===== config.mk =====
export PLATFORM = sky130hd
export DESIGN_NAME = temp_scratchpad_crc_decoder
export DESIGN_NICKNAME = d
export VERILOG_FILES = /design/src/tscd_pkg.sv /design/src/temp_scratchpad_crc_decoder.sv /design/src/tscd_frame.sv
export SDC_FILE = /design/constraint.sdc
export NUM_CORES = 1
export LEC_CHECK = 0
export BUFFER_PORTS_ARGS = -buffer_cell sky130_fd_sc_hd__clkbuf_2
export CAP_MARGIN = 10
export CORE_MARGIN = 10
export CORE_UTILIZATION = 23
export CTS_CLUSTER_SIZE = 28
export DETAILED_ROUTE_END_ITERATION = 16
export SYNTH_ARGS = -nofsm -noshare
export SYNTH_HDL_FRONTEND = slang
export SYNTH_SLANG_ARGS = --single-unit

===== constraint.sdc =====
create_clock -name clk -period 8.96 [get_ports clk]
set_input_delay 0.448 -clock clk [delete_from_list [all_inputs] [get_ports clk]]
set_output_delay 0.448 -clock clk [all_outputs]
set_load 0.005 [all_outputs]

===== src/tscd_pkg.sv =====
`timescale 1ns / 1ps
// ----------------------------------------------------------------------------
// tscd_pkg
// shared types, constants and the crc-8 byte update for the scratchpad decoder
// ----------------------------------------------------------------------------
package tscd_pkg;

  localparam logic [7:0]  CRC_POLY       = 8'h8C;
  localparam logic [3:0]  LAST_INDEX     = 4'd8;
  localparam logic [7:0]  ALL_ONES_BYTE  = 8'hFF;
  localparam logic [15:0] RESET_READING  = 16'h0550;
  localparam logic [7:0]  DEF_ALARM_HIGH = 8'h4B;
  localparam logic [7:0]  DEF_ALARM_LOW  = 8'h46;

  localparam logic [1:0] STATUS_OK            = 2'd0;
  localparam logic [1:0] STATUS_BAD_CRC       = 2'd1;
  localparam logic [1:0] STATUS_NOT_CONVERTED = 2'd2;
  localparam logic [1:0] STATUS_DISCONNECTED  = 2'd3;

  localparam logic [1:0] RES_9BIT  = 2'd0;
  localparam logic [1:0] RES_10BIT = 2'd1;
  localparam logic [1:0] RES_11BIT = 2'd2;

  // outcome of one byte: last marks byte 8, which carries a result
  typedef struct packed {
    logic              last;
    logic [1:0]        status;
    logic signed [15:0] temperature;
  } tscd_result_t;

  // reflected crc-8, lsb first, one byte
  function automatic logic [7:0] crc8_update(input logic [7:0] crc_in,
                                             input logic [7:0] value);
    logic [7:0] crc;
    logic       fb;
    crc = crc_in;
    for (int i = 0; i < 8; i++) begin
      fb  = crc[0] ^ value[i];
      crc = {1'b0, crc[7:1]};
      if (fb) begin
        crc = crc ^ CRC_POLY;
      end
    end
    return crc;
  endfunction

endpackage


===== src/temp_scratchpad_crc_decoder.sv =====
`timescale 1ns / 1ps
// ----------------------------------------------------------------------------
// temp_scratchpad_crc_decoder
// decodes a nine-byte temperature sensor scratchpad with crc-8 check
// ----------------------------------------------------------------------------
//  channel | direction | tdata (low bit up)                 | tuser
//  in_     | slave     | [7:0] scratch_byte                 | frame_start
//  out_    | master    | [1:0] decode_status, [17:2] temp   | -
//
//  one byte accepted per cycle unless a stalled result blocks it; byte 8 passes
//  the input register, then is decoded into the result register
//  the input register advances whenever the result register is free or
//  being drained, so throughput is set by the single result register
//  synchronous active-low reset clears the byte counter, crc and valids
//  a stalled result holds; bytes keep flowing until the input register fills
// ----------------------------------------------------------------------------
module temp_scratchpad_crc_decoder (
  input  logic        clk,
  input  logic        rst_n,
  input  logic        in_tvalid,
  output logic        in_tready,
  input  logic [7:0]  in_tdata,   // [7:0] scratch_byte
  input  logic        in_tuser,   // [0] frame_start
  output logic        out_tvalid,
  input  logic        out_tready,
  output logic [23:0] out_tdata   // [1:0] decode_status, [17:2] temperature
);
  import tscd_pkg::*;

  // input register
  logic       in_valid_r;
  logic [7:0] in_byte_r;
  logic       in_start_r;

  // result register
  logic        out_valid_r, out_valid_nxt;
  logic [1:0]  out_status_r;
  logic [15:0] out_temp_r;

  logic         fire;
  tscd_result_t result;

  // the byte in the input register is consumed when the result slot is free or being drained
  assign fire      = in_valid_r && (!out_valid_r || out_tready);
  assign in_tready = !in_valid_r || fire;

  always_ff @(posedge clk) begin
    if (!rst_n) begin
      in_valid_r <= 1'b0;
    end else if (in_tready) begin
      in_valid_r <= in_tvalid;
    end
  end

  always_ff @(posedge clk) begin
    if (in_tready && in_tvalid) begin
      in_byte_r  <= in_tdata;
      in_start_r <= in_tuser;
    end
  end

  tscd_frame u_frame (
    .clk          (clk),
    .rst_n        (rst_n),
    .fire         (fire),
    .scratch_byte (in_byte_r),
    .frame_start  (in_start_r),
    .result       (result)
  );

  always_comb begin
    out_valid_nxt = out_valid_r;
    if (fire && result.last) begin
      out_valid_nxt = 1'b1;
    end else if (out_tready) begin
      out_valid_nxt = 1'b0;
    end
  end

  always_ff @(posedge clk) begin
    if (!rst_n) begin
      out_valid_r <= 1'b0;
    end else begin
      out_valid_r <= out_valid_nxt;
    end
  end

  always_ff @(posedge clk) begin
    if (fire && result.last) begin
      out_status_r <= result.status;
      out_temp_r   <= result.temperature;
    end
  end

  assign out_tvalid = out_valid_r;
  assign out_tdata  = {6'b0, out_temp_r, out_status_r};

  // checks on this block's own pipeline
  a_result_loaded: assert property (@(posedge clk) disable iff (!rst_n)
    fire && result.last |=> out_tvalid)
    else $error("byte 8 decision did not reach the result register");

  a_zero_on_error: assert property (@(posedge clk) disable iff (!rst_n)
    out_tvalid && (out_tdata[1:0] != STATUS_OK) |-> (out_tdata[17:2] == 16'h0000))
    else $error("nonzero temperature on an error status");

  a_input_holds: assert property (@(posedge clk) disable iff (!rst_n)
    in_valid_r && !fire |=> in_valid_r && $stable(in_byte_r) && $stable(in_start_r))
    else $error("blocked byte lost from the input register");

  a_reset_clears: assert property (@(posedge clk)
    !rst_n |=> !out_tvalid && in_tready)
    else $error("valids not cleared by reset");

endmodule


===== src/tscd_frame.sv =====
`timescale 1ns / 1ps
// ----------------------------------------------------------------------------
// tscd_frame
// byte counter, crc and scratchpad capture with the byte-8 decision
// ----------------------------------------------------------------------------
module tscd_frame (
  input  logic                  clk,
  input  logic                  rst_n,
  input  logic                  fire,
  input  logic [7:0]            scratch_byte,
  input  logic                  frame_start,
  output tscd_pkg::tscd_result_t result
);
  import tscd_pkg::*;

  logic [3:0] count_r, count_nxt;
  logic [7:0] crc_r, crc_nxt;
  logic       ones_r, ones_nxt;
  logic [7:0] tlo_r, thi_r, ahi_r, alo_r;
  logic [1:0] res_r;

  logic [3:0]  idx;
  logic [7:0]  crc_base;
  logic        ones_now;
  logic [15:0] raw;
  logic [15:0] masked;

  always_comb begin
    if (frame_start || (count_r > LAST_INDEX)) begin
      idx = 4'd0;
    end else begin
      idx = count_r;
    end
    crc_base = (idx == 4'd0) ? 8'h00 : crc_r;
    ones_now = ((idx == 4'd0) ? 1'b1 : ones_r) && (scratch_byte == ALL_ONES_BYTE);
    ones_nxt = ones_now;
    if (idx < LAST_INDEX) begin
      crc_nxt   = crc8_update(crc_base, scratch_byte);
      count_nxt = idx + 4'd1;
    end else begin
      crc_nxt   = crc_base;
      count_nxt = 4'd0;
    end
  end

  // decision on byte 8, using bytes captured earlier in this frame
  always_comb begin
    raw = {thi_r, tlo_r};
    case (res_r)
      RES_9BIT:  masked = raw & 16'hFFF8;
      RES_10BIT: masked = raw & 16'hFFFC;
      RES_11BIT: masked = raw & 16'hFFFE;
      default:   masked = raw;
    endcase
    result.last        = (idx == LAST_INDEX);
    result.temperature = '0;
    if (ones_now) begin
      result.status = STATUS_DISCONNECTED;
    end else if (crc_base != scratch_byte) begin
      result.status = STATUS_BAD_CRC;
    end else if ((masked == RESET_READING) && (ahi_r == DEF_ALARM_HIGH) &&
                 (alo_r == DEF_ALARM_LOW)) begin
      result.status = STATUS_NOT_CONVERTED;
    end else begin
      result.status      = STATUS_OK;
      result.temperature = masked;
    end
  end

  always_ff @(posedge clk) begin
    if (!rst_n) begin
      count_r <= 4'd0;
      crc_r   <= 8'h00;
      ones_r  <= 1'b1;
    end else if (fire) begin
      count_r <= count_nxt;
      crc_r   <= crc_nxt;
      ones_r  <= ones_nxt;
    end
  end

  always_ff @(posedge clk) begin
    if (fire) begin
      case (idx)
        4'd0:    tlo_r <= scratch_byte;
        4'd1:    thi_r <= scratch_byte;
        4'd2:    ahi_r <= scratch_byte;
        4'd3:    alo_r <= scratch_byte;
        4'd4:    res_r <= scratch_byte[6:5];
        default: ;
      endcase
    end
  end

endmodule


# Word-level counts from Yosys, hierarchy flattened
# Cells that the tools add are included.
# W data, S select, Z words.
[totals] elab_cells=92 out_inout_bits=26 ff_bits=76 input_bits=13
[classes] n_eq_ne=12 n_lt_le_gt_ge=2 n_reduce_logical=21 add_sub_neg=1 mux=25 bitwise=16
[op_table] cell="$mux W8" n=17
[op_table] cell="$not A2 Y3" n=8
[op_table] cell="$eq A16 B11 Y1 const B" n=1
[op_table] cell="$eq A8 B7 Y1 const B" n=2
[op_table] cell="$reduce_and A2 Y1" n=5
[op_table] cell="$pmux W3 S3" n=1
[op_table] cell="$eq A4 B2 Y1 const B" n=2
[op_table] cell="$eq A8 B8 Y1 const B" n=1
[op_table] cell="$mux W4" n=2
[op_table] cell="$ne A8 B8 Y1" n=1
[op_table] cell="$xor A1 B1 Y1" n=8
[op_table] cell="$logic_and A1 B1 Y1" n=6
[op_table] cell="$add A4 B1 Y4 const B" n=1
[op_table] cell="$eq A4 B1 Y1 const B" n=1
[op_table] cell="$eq A4 B3 Y1 const B" n=1
[op_table] cell="$eq A4 B4 Y1 const B" n=1
[op_table] cell="$gt A4 B4 Y1 const B" n=1
[op_table] cell="$logic_not A4 Y1" n=1
[op_table] cell="$lt A4 B4 Y1 const B" n=1
[op_table] cell="$mux W2" n=2
[op_table] cell="$logic_or A1 B1 Y1" n=3
[op_table] cell="$mux W1" n=3
[op_table] cell="$reduce_or A3 Y1" n=1
[op_table] cell="$eq A2 B1 Y1 const B" n=1
[op_table] cell="5 further kinds" n=6

# Longest topological paths before layout
# Gate-level depths: netlist of the first run.
[depth] ltp_word=29 depth_mapped=14 depth_no_buf=11

# Modules after synthesis
# From an unflattened synthesis of the first run, not the netlist that was laid out.
[unflattened] cells_unflattened=261 area_unflattened_um2=3410.8
[modules_own_cells] module="tscd_frame" area_each_um2=2438.6 cells_each=214 instances=1 seq_area_each_um2=1281.2
[modules_own_cells] module="temp_scratchpad_crc_decoder" area_each_um2=972.2 cells_each=47 instances=1 seq_area_each_um2=850.8

# Least setup slack after synthesis of the first run
# No wires, ideal clock.
[synth_timing] path_type="reg-to-reg" start="reg u_frame.count_r[0]" end="reg u_frame.crc_r[7]" synth_period_minus_slack_ns=3.405 arrival_ns=3.342 slack_ns=5.555 stages_incl_launch_ff=14 path_buffers=2 required_time_ns=8.898 setup_ns=0.062 cell_sequence="dfxtp_1 or3_1 a21oi_1 and2_1 inv_1 ha_1 clkbuf_1 and2_1 clkbuf_1 a311oi_2 xnor2_1 xor3_1 or4_1 nand3_1"
[synth_via] elab_chain_len=25 word_cells_on_any_way=31 cone_classes="2 x order compare; 18 x mux; 9 x bitwise; 2 x reduce/logical"
[synth_lines] element="from (decl)" line="tscd_frame.sv:16" source="logic [3:0] count_r, count_nxt;"
[synth_lines] element="from (signal assigned)" line="tscd_frame.sv:76" source="count_r <= count_nxt;"
[synth_lines] element="$gt A4 B4 Y1" line="tscd_frame.sv:29" source="if (frame_start || (count_r > LAST_INDEX)) begin"
[synth_lines] element="$logic_or A1 B1 Y1" line="tscd_frame.sv:29"
[synth_lines] element="$mux W4 (*)" line="tscd_frame.sv:29"
[synth_lines] element="$logic_not A4 Y1" line="tscd_frame.sv:34" source="crc_base = (idx == 4'd0) ? 8'h00 : crc_r;"
[synth_lines] element="$mux W8" line="tscd_frame.sv:34"
[synth_lines] element="$xor A1 B1 Y1 / $not A2 Y3 (equally long branches)"
[synth_lines] element="$mux W8" line="tscd_pkg.sv:40" source="if (fb) begin"
[synth_lines] element="$mux W8" line="tscd_frame.sv:37" source="if (idx < LAST_INDEX) begin"
[synth_lines] element="(+9 left out)"
[synth_lines] element="$mux W8" line="tscd_frame.sv:37"
[synth_lines] element="$mux W8" line="tscd_pkg.sv:40"
[synth_lines] element="$mux W8" line="tscd_frame.sv:37"
[synth_lines] element="$mux W8" line="tscd_pkg.sv:40"
[synth_lines] element="$mux W8" line="tscd_frame.sv:37"
[synth_lines] element="$xor A1 B1 Y1" line="tscd_pkg.sv:38" source="fb = crc[0] ^ value[i];"
[synth_lines] element="$mux W8" line="tscd_pkg.sv:40"
[synth_lines] element="$mux W8 (*)" line="tscd_frame.sv:37"
[synth_lines] element="to (signal assigned)" line="tscd_frame.sv:77" source="crc_r <= crc_nxt;"
[synth_lines] element="to (decl)" line="tscd_frame.sv:17" source="logic [7:0] crc_r, crc_nxt;"
# Mark *: on every way between the ends. The rest lies on a longest branch, timed or not. The select of a mux whose other input is x is not followed.
# A chain may end at the register's enable or synchronous reset.

# Worst setup path in the final report of the first run
[layout_timing] start="reg u_frame.count_r[0]" end="reg out_temp_r[1], data pin"
[layout_via] elab_chain_len=7 word_cells_on_any_way=9 cone_classes="1 x order compare; 1 x eq/ne; 3 x mux; 4 x reduce/logical"
[layout_lines] element="$gt A4 B4 Y1" line="tscd_frame.sv:29"
[layout_lines] element="$logic_or A1 B1 Y1" line="tscd_frame.sv:29"
[layout_lines] element="$mux W4 (*)" line="tscd_frame.sv:29"
[layout_lines] element="$logic_not A4 Y1 (*)" line="tscd_frame.sv:34, tscd_frame.sv:35"
[layout_lines] element="$mux W8 / $mux W1 (equally long branches)" line="tscd_frame.sv:34, tscd_frame.sv:35"
[layout_lines] element="$ne A8 B8 Y1 / $logic_and A1 B1 Y1 (equally long branches)" line="tscd_frame.sv:59, tscd_frame.sv:35"
[layout_lines] element="$reduce_or A3 Y1 (no line) (*)"
[layout_lines] element="to (signal assigned)" line="temp_scratchpad_crc_decoder.sv:91" source="out_temp_r <= result.temperature;"
[layout_lines] element="to (decl)" line="temp_scratchpad_crc_decoder.sv:38" source="logic [15:0] out_temp_r;"
# Mark *: on every way between the ends. The rest lies on a longest branch, timed or not.

==> results of run 1 <==
==> cell usage after synthesis, types with 2 or more instances <==
master     instances  share of area
dfxtp_1           15          0.090
xor2_1             6          0.016
nand4_1            6          0.011
ha_1               4          0.015
a211oi_1           3         0.0067
nor3_1             5         0.0075
edfxtp_1          61           0.55
xnor2_1           11          0.029
a21oi_1           10          0.015
nand3_1            4         0.0060
inv_1              7         0.0078
clkbuf_1           8         0.0090
nor2_1            20          0.022
nor2b_1            4         0.0075
nand2_1           23          0.026
and2_1            19          0.035
or3_1              2         0.0037
nor4b_1            2         0.0052
a311oi_1           4          0.010
nor4bb_1           2         0.0060
o211ai_1           3         0.0067
o21ai_0            8          0.012
nand2b_1           5         0.0093
xnor3_1            4          0.027
a2111oi_0          2         0.0052
buf_4              6          0.013
==> worst max-delay path: cells and delay by family (launching register included) <==
family	cells	cell delay, ps
adder cells (fa/ha/maj)	1	310
AND/OR/NAND/NOR	5	1720
AO/OA/AOI/OAI	4	1140
buffers and inverters	1	80
flip-flops	1	340
==> flip-flops by register name, indices dropped and copies added, names as in the netlist <==
signal           flops
u_frame.tlo_r        8
out_tvalid           1
u_frame.thi_r        8
u_frame.res_r        2
u_frame.crc_r        8
u_frame.ahi_r        8
in_start_r           1
out_status_r         2
u_frame.alo_r        8
in_byte_r            8
u_frame.ones_r       1
out_temp_r          16
u_frame.count_r      4
in_valid_r           1
==> layer usage <==
layer / GRT usage / vias up / wire [um]
li1: - / 1023 / -
met1: 0.08933 / 1001 / 3245
met2: 0.1106 / 46 / 3128
met3: 0.03023 / 6 / 372
met4: 0.03152 / 0 / 102
met5: 0 / - / 0
==> how the worst max path moves through the flow <==
stage | slack [ps] | endpoint | cells after the start
after floorplan | 5560 | u_frame.crc_r[7] | 13
after global placement | 5360 | out_temp_r[1] | 11
after detailed placement | 5240 | out_temp_r[1] | 11
after CTS | 5230 | out_temp_r[1] | 11
after global routing | 4860 | out_temp_r[1] | 11
final | 5210 | out_temp_r[1] | 11
==> power by group through the flow <==
stage	clock, W	sequential, W	combinational, W
floorplan	0	0.000409	0.0000512
global placement	0	0.000417	0.0000583
detailed placement	0	0.000418	0.0000590
CTS	0.000329	0.000410	0.0000595
global route	0.000349	0.000412	0.0000656
finish	0.000324	0.000410	0.0000593
==> cell families (layout without fill, tap and decap cells) <==
logic type      after synthesis  in the layout
simple gates                100            100
flops                        76             76
compound gates               38             38
xor+xnor                     22             22
buf+inv                      22             56
fa+ha+maj                     4              4
other cells                   1              6
==> metrics by stage <==
step | std cells | setup WS [ps] | utilization | power, W | instance area, um^2
6_report | 486 | 5213 | 0.2747 | 0.0007932 | 3963
5_1_grt | 486 | 4865 | 0.2747 | 0.0008266 | 3963
4_1_cts | 486 | 5228 | 0.2747 | 0.0007988 | 3963
3_5_place_dp | 470 | 5236 | 0.2562 | 0.0004765 | 3696
3_3_place_gp | 470 | 5356 | 0.2562 | 0.0004755 | 3696
2_1_floorplan | 268 | 5555 | - | 0.0004605 | 3373
==> final cells by class <==
cell class / instances / share of cell area
Sequential cell: 76 / 0.5380
Multi-Input combinational cell: 170 / 0.2877
Clock inverter: 7 / 0.01042
Clock buffer: 9 / 0.05684
Timing Repair Buffer: 33 / 0.04231
Tap cell: 184 / 0.05810
Inverter: 7 / 0.006631
==> results.toml, run 1 <==
[final_layout]
num_antenna_cells = 0
drive_gt1_frac = 0.1656
regArea_um2 = 2132
multiInputGateArea_um2 = 1140
area_delta_synth_final_pct = 18.13
final_cell_mix = "edfxtp_1 (61), clkbuf_2 (32), nand2_1 (23)"
fillers = 1506
layout_commonest_cell = "edfxtp_1"
nets = 314

[place]
portBuffers = 32
dpl.hpwl_mm = 4.961
place.gp.congestion = 0.8021

[clocking]
cts.clk_slew.worst_paths_ps = 60
cts_tree = "done"
cts-root-buf = "clkbuf_16"
cts.sinks = 76
cts_buffers = 9
cts_resized = 0
cts_hold_buf = 0
clock_path_buffers = 2
cts_setup_buffers = 0
insertion_delay_ps = 330
ctsHtreeMaxLevel = 3

[synthesis]
synth_mux_area_frac = 0
synthCells = 263
synth_ff_type = "edfxtp_1"
synth_top_family_by_area = "simple AND/OR/NAND/NOR gates"
synthAdderAreaFrac = 0.01492
ys_seq_area_frac = 0.6356
synth_edf_count = 61
synthArstFlopShare = 0
synth_area_um2 = 3354
ys_types = 45
ys_warn_count = 0
synthSimpleGateAreaFrac = 0.1581
synth-seq-cells = 76
syn_area_per_cell_um2 = 12.75
synth_compound_area_frac = 0.08019
synth-xor-area-share = 0.07833

[worst_hold_path]
min_from = "in_tdata[0]"
hold_path.class = "primary input to register"
holdPathEnd = "in_byte_r[0]"
min_path_cells = 1

[power]
powerDensity_nw_per_um2 = 200.2
combinationalPowerShare = 0.075
p_sw_w = 0.0001853
intPower_w = 0.0006079
pwr-share-seq = 0.517
ir_drop_mv = 0.09228
total_leakage_power_nw = 1.353
p_clk_frac = 0.408
swShare = 0.2336

[routing]
routedWlPerCell_um = 14.09
drt-initial-drc-count = 169
route.detailed.drc = 0
routed_wl_mm = 6.848
dr.pass1.iters = 5
vias_per_cell = 4.272
vias = 2076
ant_nets = 0

[worst_setup_path]
critPathArrivalTime_ps = 3950
critPathMaxFanout = 14
reg2reg_slack_ps = 5210
required_ps = 9160
path_class = "register to register"
start_kind = "register"
r2r_end = "out_temp_r[1]"
reg2regPathDepth = 11
crit_path_frequent_cell = "and2_1"
slowest_delay_ps = 590
cp_slowest_cell = "nor3_2"
cp_cell_sequence = "or3_1 -> a21oi_1 -> and2_1 -> inv_1 -> ha_1 -> and2_1 -> a31oi_2 -> o2111a_1 -> o22ai_1 -> nor3_2 -> and3_1"
r2r-start = "u_frame.count_r[0]"
cp-startpoint = "u_frame.count_r[0]"
end_kind = "register"

[die]
chipWidth_um = 140.8
fp.coreArea_um2 = 14420
io_pins = 39
start_util = 0.2326
design.die.area_um2 = 19810
die_height_um = 140.8
rows = 44

[global_route]
antenna_found_initial = 0
grt_pass1_vias = 2147
grt_usage = 0.07312
grt_overflow = 0
grt_max_degree = 19
grt_pass1_wl_mm = 11.47

[timing]
hold_viol = 0
drv_slew = 0
tightest_slew_ps = 779.1
skew_ps = 6.883
finalSetupViolations = 0
finalSetupTns_ps = 0
grt_setup_unrepaired = "false"
holdWs_ps = 297.8
max_freq_mhz = 266.9
fin_crit_sh = 0.4182
layout_min_cycle_time_ps = 3747
slew_headroom = 0.4806

[run]
drv_cap = 0

[outcome]
status = "finished clean"
Power figures use the tool's default switching activity.
==> run 2, diff against run 1 <==
==> constraint.sdc (replaced) <==
create_clock -name clk -period 3 [get_ports clk]
set_input_delay 0.15 -clock clk [delete_from_list [all_inputs] [get_ports clk]]
set_output_delay 0.15 -clock clk [all_outputs]
set_load 0.005 [all_outputs]
==> run 2 against run 1 <==
Compared with the run above:
- design area increased by 6.8%
- total power increased to 3.2 times the previous value
- die area did not move
- clock skew down 1.3 ps
- wire length is 3.9% higher
- critical path depth stayed put
- critical endpoint is now u_frame.crc_r[7]
- largest cell class unchanged
==> results.toml, run 2 (synthesized netlist as in run 1, its figures left out) <==
[final_layout]
nets = 336
top_register = "out_temp_r"
fillers = 1478
area_delta_synth_final_pct = 26.18
num_antenna_cells = 0
final_cell_mix = "edfxtp_1 (61), clkbuf_2 (32), nand2_1 (23)"
final_cell_area_um2 = 4233
drive_gt1_frac = 0.2198
largest_reg_flops = 16
layout_commonest_cell = "edfxtp_1"
fin_cells = 507

[routing]
ant_nets = 0
vias_per_cell = 4.288
drt-initial-drc-count = 160
dr.pass1.iters = 4
route.detailed.drc = 0
routedWlPerCell_um = 14.03
vias = 2174
routed_wl_mm = 7.112

[timing]
fin_crit_sh = 0.9741
skew_ps = 5.573
finalSetupViolations = 0
tightest_slew_ps = 818.5
setup_ws_ps = 77.57
slew_headroom = 0.4543
layout_min_cycle_time_ps = 2922
drv_slew = 0
hold_viol = 0
max_freq_mhz = 342.2

[power]
p_sw_w = 0.0005658
intPower_w = 0.001933
combinationalPowerShare = 0.089
ir_drop_mv = 0.2652
p_clk_frac = 0.421
swShare = 0.2264
powerDensity_nw_per_um2 = 590.4
total_leakage_power_nw = 1.495
pwr-share-seq = 0.490

[clocking]
cts_tree = "done"
cts-root-buf = "clkbuf_16"
insertion_delay_ps = 330
cts_buffers = 9
ctsHtreeMaxLevel = 3
cts.clk_slew.worst_paths_ps = 60
clock_path_buffers = 2
cts.sinks = 76

[worst_hold_path]
hold_path.class = "primary input to register"

[global_route]
grt_overflow = 0
grt_pass1_wl_mm = 11.72
grt_max_degree = 19
antenna_found_initial = 0
grt_usage = 0.07424
grt_pass1_vias = 2228

[die]
design.die.area_um2 = 19810
rows = 44
die_height_um = 140.8
io_pins = 39
fp.coreArea_um2 = 14420
start_util = 0.2326
chipWidth_um = 140.8

[place]
place_inst = 479
placed_area_um2 = 3779
dpl.hpwl_mm = 4.998
dp_slack_ps = -102.3
portBuffers = 32
place.gp.congestion = 0.7960

[outcome]
status = "finished clean"

[worst_setup_path]
required_ps = 3270
critPathMaxFanout = 6
critPathArrivalTime_ps = 3190
start_kind = "register"
path_class = "register to register"
end_kind = "register"

[run]
drv_cap = 0
run 2: cell type report:
class / count / area [um^2] / share of cell area
inverters: 7 / 26.28 / 0.006208
repair buffers: 55 / 359.1 / 0.08484
flip-flops and latches: 76 / 2132 / 0.5037
multi-input cells: 170 / 1195 / 0.2823
well taps: 184 / 230.2 / 0.05439
clock inverters: 6 / 65.06 / 0.01537
clock buffers: 9 / 225.2 / 0.05321
run 2: final timing paths:
check                startpoint          endpoint  slack, ps  depth (start not counted)
max reg2reg  u_frame.count_r[1]  u_frame.crc_r[7]         80                         11
max          u_frame.count_r[1]  u_frame.crc_r[7]         80                         11
min                   in_tvalid        in_valid_r         50                          3
min reg2reg      u_frame.ones_r    u_frame.ones_r        510                          2
run 2: repair_timing:
| item | CTS | global route |
|---|---|---|
| pin swaps | 0 | 7 |
| hold buffers | 8 | 1 |
| endpoints found under the hold margin | 8 | 1 |
| setup endpoints to repair | 15 | 23 |
| gates resized for setup | 2 | 6 |
| buffers inserted | 2 | 2 |
run 2: metrics by stage:
stage	total power, W	hold slack [ps]	setup TNS, ps	util
2_1_floorplan	0.001379	238.9	-292.8	-
3_3_place_gp	0.001434	330.7	-13.16	0.2620
3_5_place_dp	0.001440	329.0	-834.5	0.2620
4_1_cts	0.002507	1.318	0	0.2896
5_1_grt	0.002605	82.69	-31.28	0.2935
6_report	0.002499	52.78	0	0.2935
run 2: power by group through the flow:
stage / logic, W / clock network (W) / registers, W
global placement: 0.000188 / 0 / 0.00125
global route: 0.000243 / 0.00113 / 0.00123
CTS: 0.000204 / 0.00108 / 0.00122
finish: 0.000222 / 0.00105 / 0.00122
floorplan: 0.000156 / 0 / 0.00122
detailed placement: 0.000193 / 0 / 0.00125
run 2: worst max-delay path: stages, from the launching register on:
cell and delay (ps):
dfxtp_1 300, or3_1 380, a21oi_2 190, and2_4 180
inv_1 50, ha_1 200, and2_4 190, a311oi_4 240
xnor2_2 180, xor3_1 360, or4_1 510, nand3_2 70
run 2: per-layer routing:
metal / GRT usage / wire length, um
met1: 0.09417 / 3327
met2: 0.1103 / 3218
met3: 0.02721 / 450
met4: 0.03261 / 115
met5: 0 / 0
==> run 3, diff against run 2 <==
--- a/config.mk
+++ b/config.mk
@@ -7,10 +7,13 @@
 export LEC_CHECK = 0
 export BUFFER_PORTS_ARGS = -buffer_cell sky130_fd_sc_hd__clkbuf_2
 export CAP_MARGIN = 10
+export CELL_PAD_IN_SITES_DETAIL_PLACEMENT = 1
+export CELL_PAD_IN_SITES_GLOBAL_PLACEMENT = 2
 export CORE_MARGIN = 10
 export CORE_UTILIZATION = 23
 export CTS_CLUSTER_SIZE = 28
 export DETAILED_ROUTE_END_ITERATION = 16
+export PLACE_DENSITY_LB_ADDON = 0.1
 export SYNTH_ARGS = -nofsm -noshare
 export SYNTH_HDL_FRONTEND = slang
 export SYNTH_SLANG_ARGS = --single-unit
==> run 3 against run 2 <==
Compared with the run above:
- sequential share of layout area fell by 1.3 points
- setup slack improved by 48 ps
- count of clock-buffer cells in the layout rose by 1
- combinational power rose by 11%
- wire length rose by 23%
- sequential power barely moved
- clock power barely moved
- utilization rose by 0.79 points
- design area rose by 2.7%
- sequential cell count did not move
- non-clock buffer count rose by 7
- final cell count rose by 1.6%
- largest cell class unchanged
- largest power group unchanged
==> results.toml, run 3 (synthesized netlist as in run 1, its figures left out) <==
[outcome]
status = "finished clean"

[power]
pwr-share-seq = 0.480
total_power_w = 0.002557
powerDensity_nw_per_um2 = 588.2
p_sw_w = 0.0006088
ir_drop_mv = 0.2309
combinationalPowerShare = 0.096
intPower_w = 0.001948
swShare = 0.2381
total_leakage_power_nw = 1.547
p_clk_frac = 0.424

[routing]
vias = 2223
vias_per_cell = 4.317
routed_wl_mm = 8.751
dr.pass1.iters = 4
route.detailed.drc = 0
ant_nets = 0
routedWlPerCell_um = 16.99
drt-initial-drc-count = 82

[global_route]
grt_pass1_wl_mm = 13.97
grt_max_degree = 19
grt_usage = 0.09220
grt_pass1_vias = 2491
antenna_found_initial = 0
grt_overflow = 0

[final_layout]
largest_reg_flops = 16
drive_gt1_frac = 0.2568
fin_cells = 515
num_antenna_cells = 0
layout_commonest_cell = "edfxtp_1"
regArea_um2 = 2133
top_register = "out_temp_r"
nets = 343
area_delta_synth_final_pct = 29.58
final_cell_mix = "edfxtp_1 (61), clkbuf_2 (32), nand2_1 (23)"
multiInputGateArea_um2 = 1241
fillers = 1612

[die]
design.die.area_um2 = 19810
rows = 44
fp.coreArea_um2 = 14420
io_pins = 39
start_util = 0.2326
die_height_um = 140.8
chipWidth_um = 140.8

[place]
dpl.hpwl_mm = 6.215
place_inst = 485
portBuffers = 32
place.gp.congestion = 0.6927

[timing]
drv_slew = 0
hold_viol = 0
layout_min_cycle_time_ps = 2875
max_freq_mhz = 347.8
finalSetupViolations = 0
fin_crit_sh = 0.9583
skew_ps = 7.922
tightest_slew_ps = 545.1
slew_headroom = 0.6366
holdWs_ps = 30.56

[worst_setup_path]
critPathArrivalTime_ps = 3160
required_ps = 3280
slowest_delay_ps = 420
end_kind = "register"
critPathMaxFanout = 6
cp_slowest_cell = "or4_1"
path_class = "register to register"
cp_cell_sequence = "or3_4 -> a21oi_4 -> buf_6 -> nand2_1 -> ha_2 -> and2_4 -> a311oi_4 -> xnor2_2 -> xor3_1 -> or4_1 -> nand3_1"
start_kind = "register"

[clocking]
insertion_delay_ps = 340
clock_path_buffers = 2
cts_buffers = 9
cts-root-buf = "clkbuf_16"
cts_tree = "done"
cts.clk_slew.worst_paths_ps = 60
cts.sinks = 76
ctsHtreeMaxLevel = 3

[run]
drv_cap = 0

[worst_hold_path]
hold_path.class = "primary input to register"
[run 3: changes by cell type in the layout (fill, tap and decap cells not counted), moves of 2 or more]
cell / before / now
a2111oi_0: 2 / 0
a311oi_1: 4 / 2
a311oi_2: 0 / 2
buf_4: 13 / 17
buf_6: 1 / 4
[run 3: area by class of cell]
class / instances / area share
clock buffer: 10 / 0.05268
clock inverter: 6 / 0.01468
inverter: 7 / 0.006045
multi-input combinational: 170 / 0.2855
sequential: 76 / 0.4908
tap: 184 / 0.05296
timing repair buffer: 62 / 0.09729
[run 3: per-stage QoR]
step	TNS, ps	cell area (um^2)	setup WS (ps)	utilization
after floorplan	-292.8	3410	-128.6	-
after global placement	-478.4	3824	-55.12	0.2651
after detailed placement	-1509	3824	-125.3	0.2651
after CTS	0	4220	6.858	0.2926
after global routing	-44.71	4347	-23.99	0.3014
final	0	4347	125.2	0.3014
[run 3: metal layers]
layer  global-route usage  part of all wire  vias up
li1                     -                 -     1079
met1               0.1088              0.47     1084
met2               0.1500              0.46       42
met3              0.02553             0.044       18
met4              0.04728             0.022        0
met5                    0                 0        -
[run 3: power by group through the flow]
| stage | Sequential, W | Combinational (W) | Clock, W |
|---|---|---|---|
| final | 0.00123 | 0.000246 | 0.00108 |
| after global routing | 0.00124 | 0.000273 | 0.00116 |
| after CTS | 0.00123 | 0.000221 | 0.00112 |
| after detailed placement | 0.00125 | 0.000209 | 0 |
| after global placement | 0.00125 | 0.000210 | 0 |
| after floorplan | 0.00122 | 0.000156 | 0 |
[run 3: path summary, 6_finish.rpt]
path	start	to	slack (ps)	cells after the start
setup / recovery	u_frame.count_r[1]	u_frame.crc_r[7]	130	11
hold / removal	in_tvalid	in_valid_r	30	3
setup reg to reg	u_frame.count_r[1]	u_frame.crc_r[7]	130	11
hold reg to reg	u_frame.ones_r	u_frame.ones_r	530	2
[run 3: critical path, delay by kind of cell, from the launching register on]
kind | cells | cell delay, ps
AOI/OAI and AO/OA | 2 | 450
buffers and inverters | 1 | 130
and+or+nand+nor | 5 | 1160
xor gates and xnor gates | 2 | 560
DFF | 1 | 320
adders and majority gates | 1 | 190
[run 3: what timing repair did]
action	CTS	global route
hold buffers	9	0
pin swaps	0	12
cloned	0	0
setup buffers	1	4
gates resized for setup	1	21
hold endpoints to repair	9	0
endpoints found under the setup margin	16	22
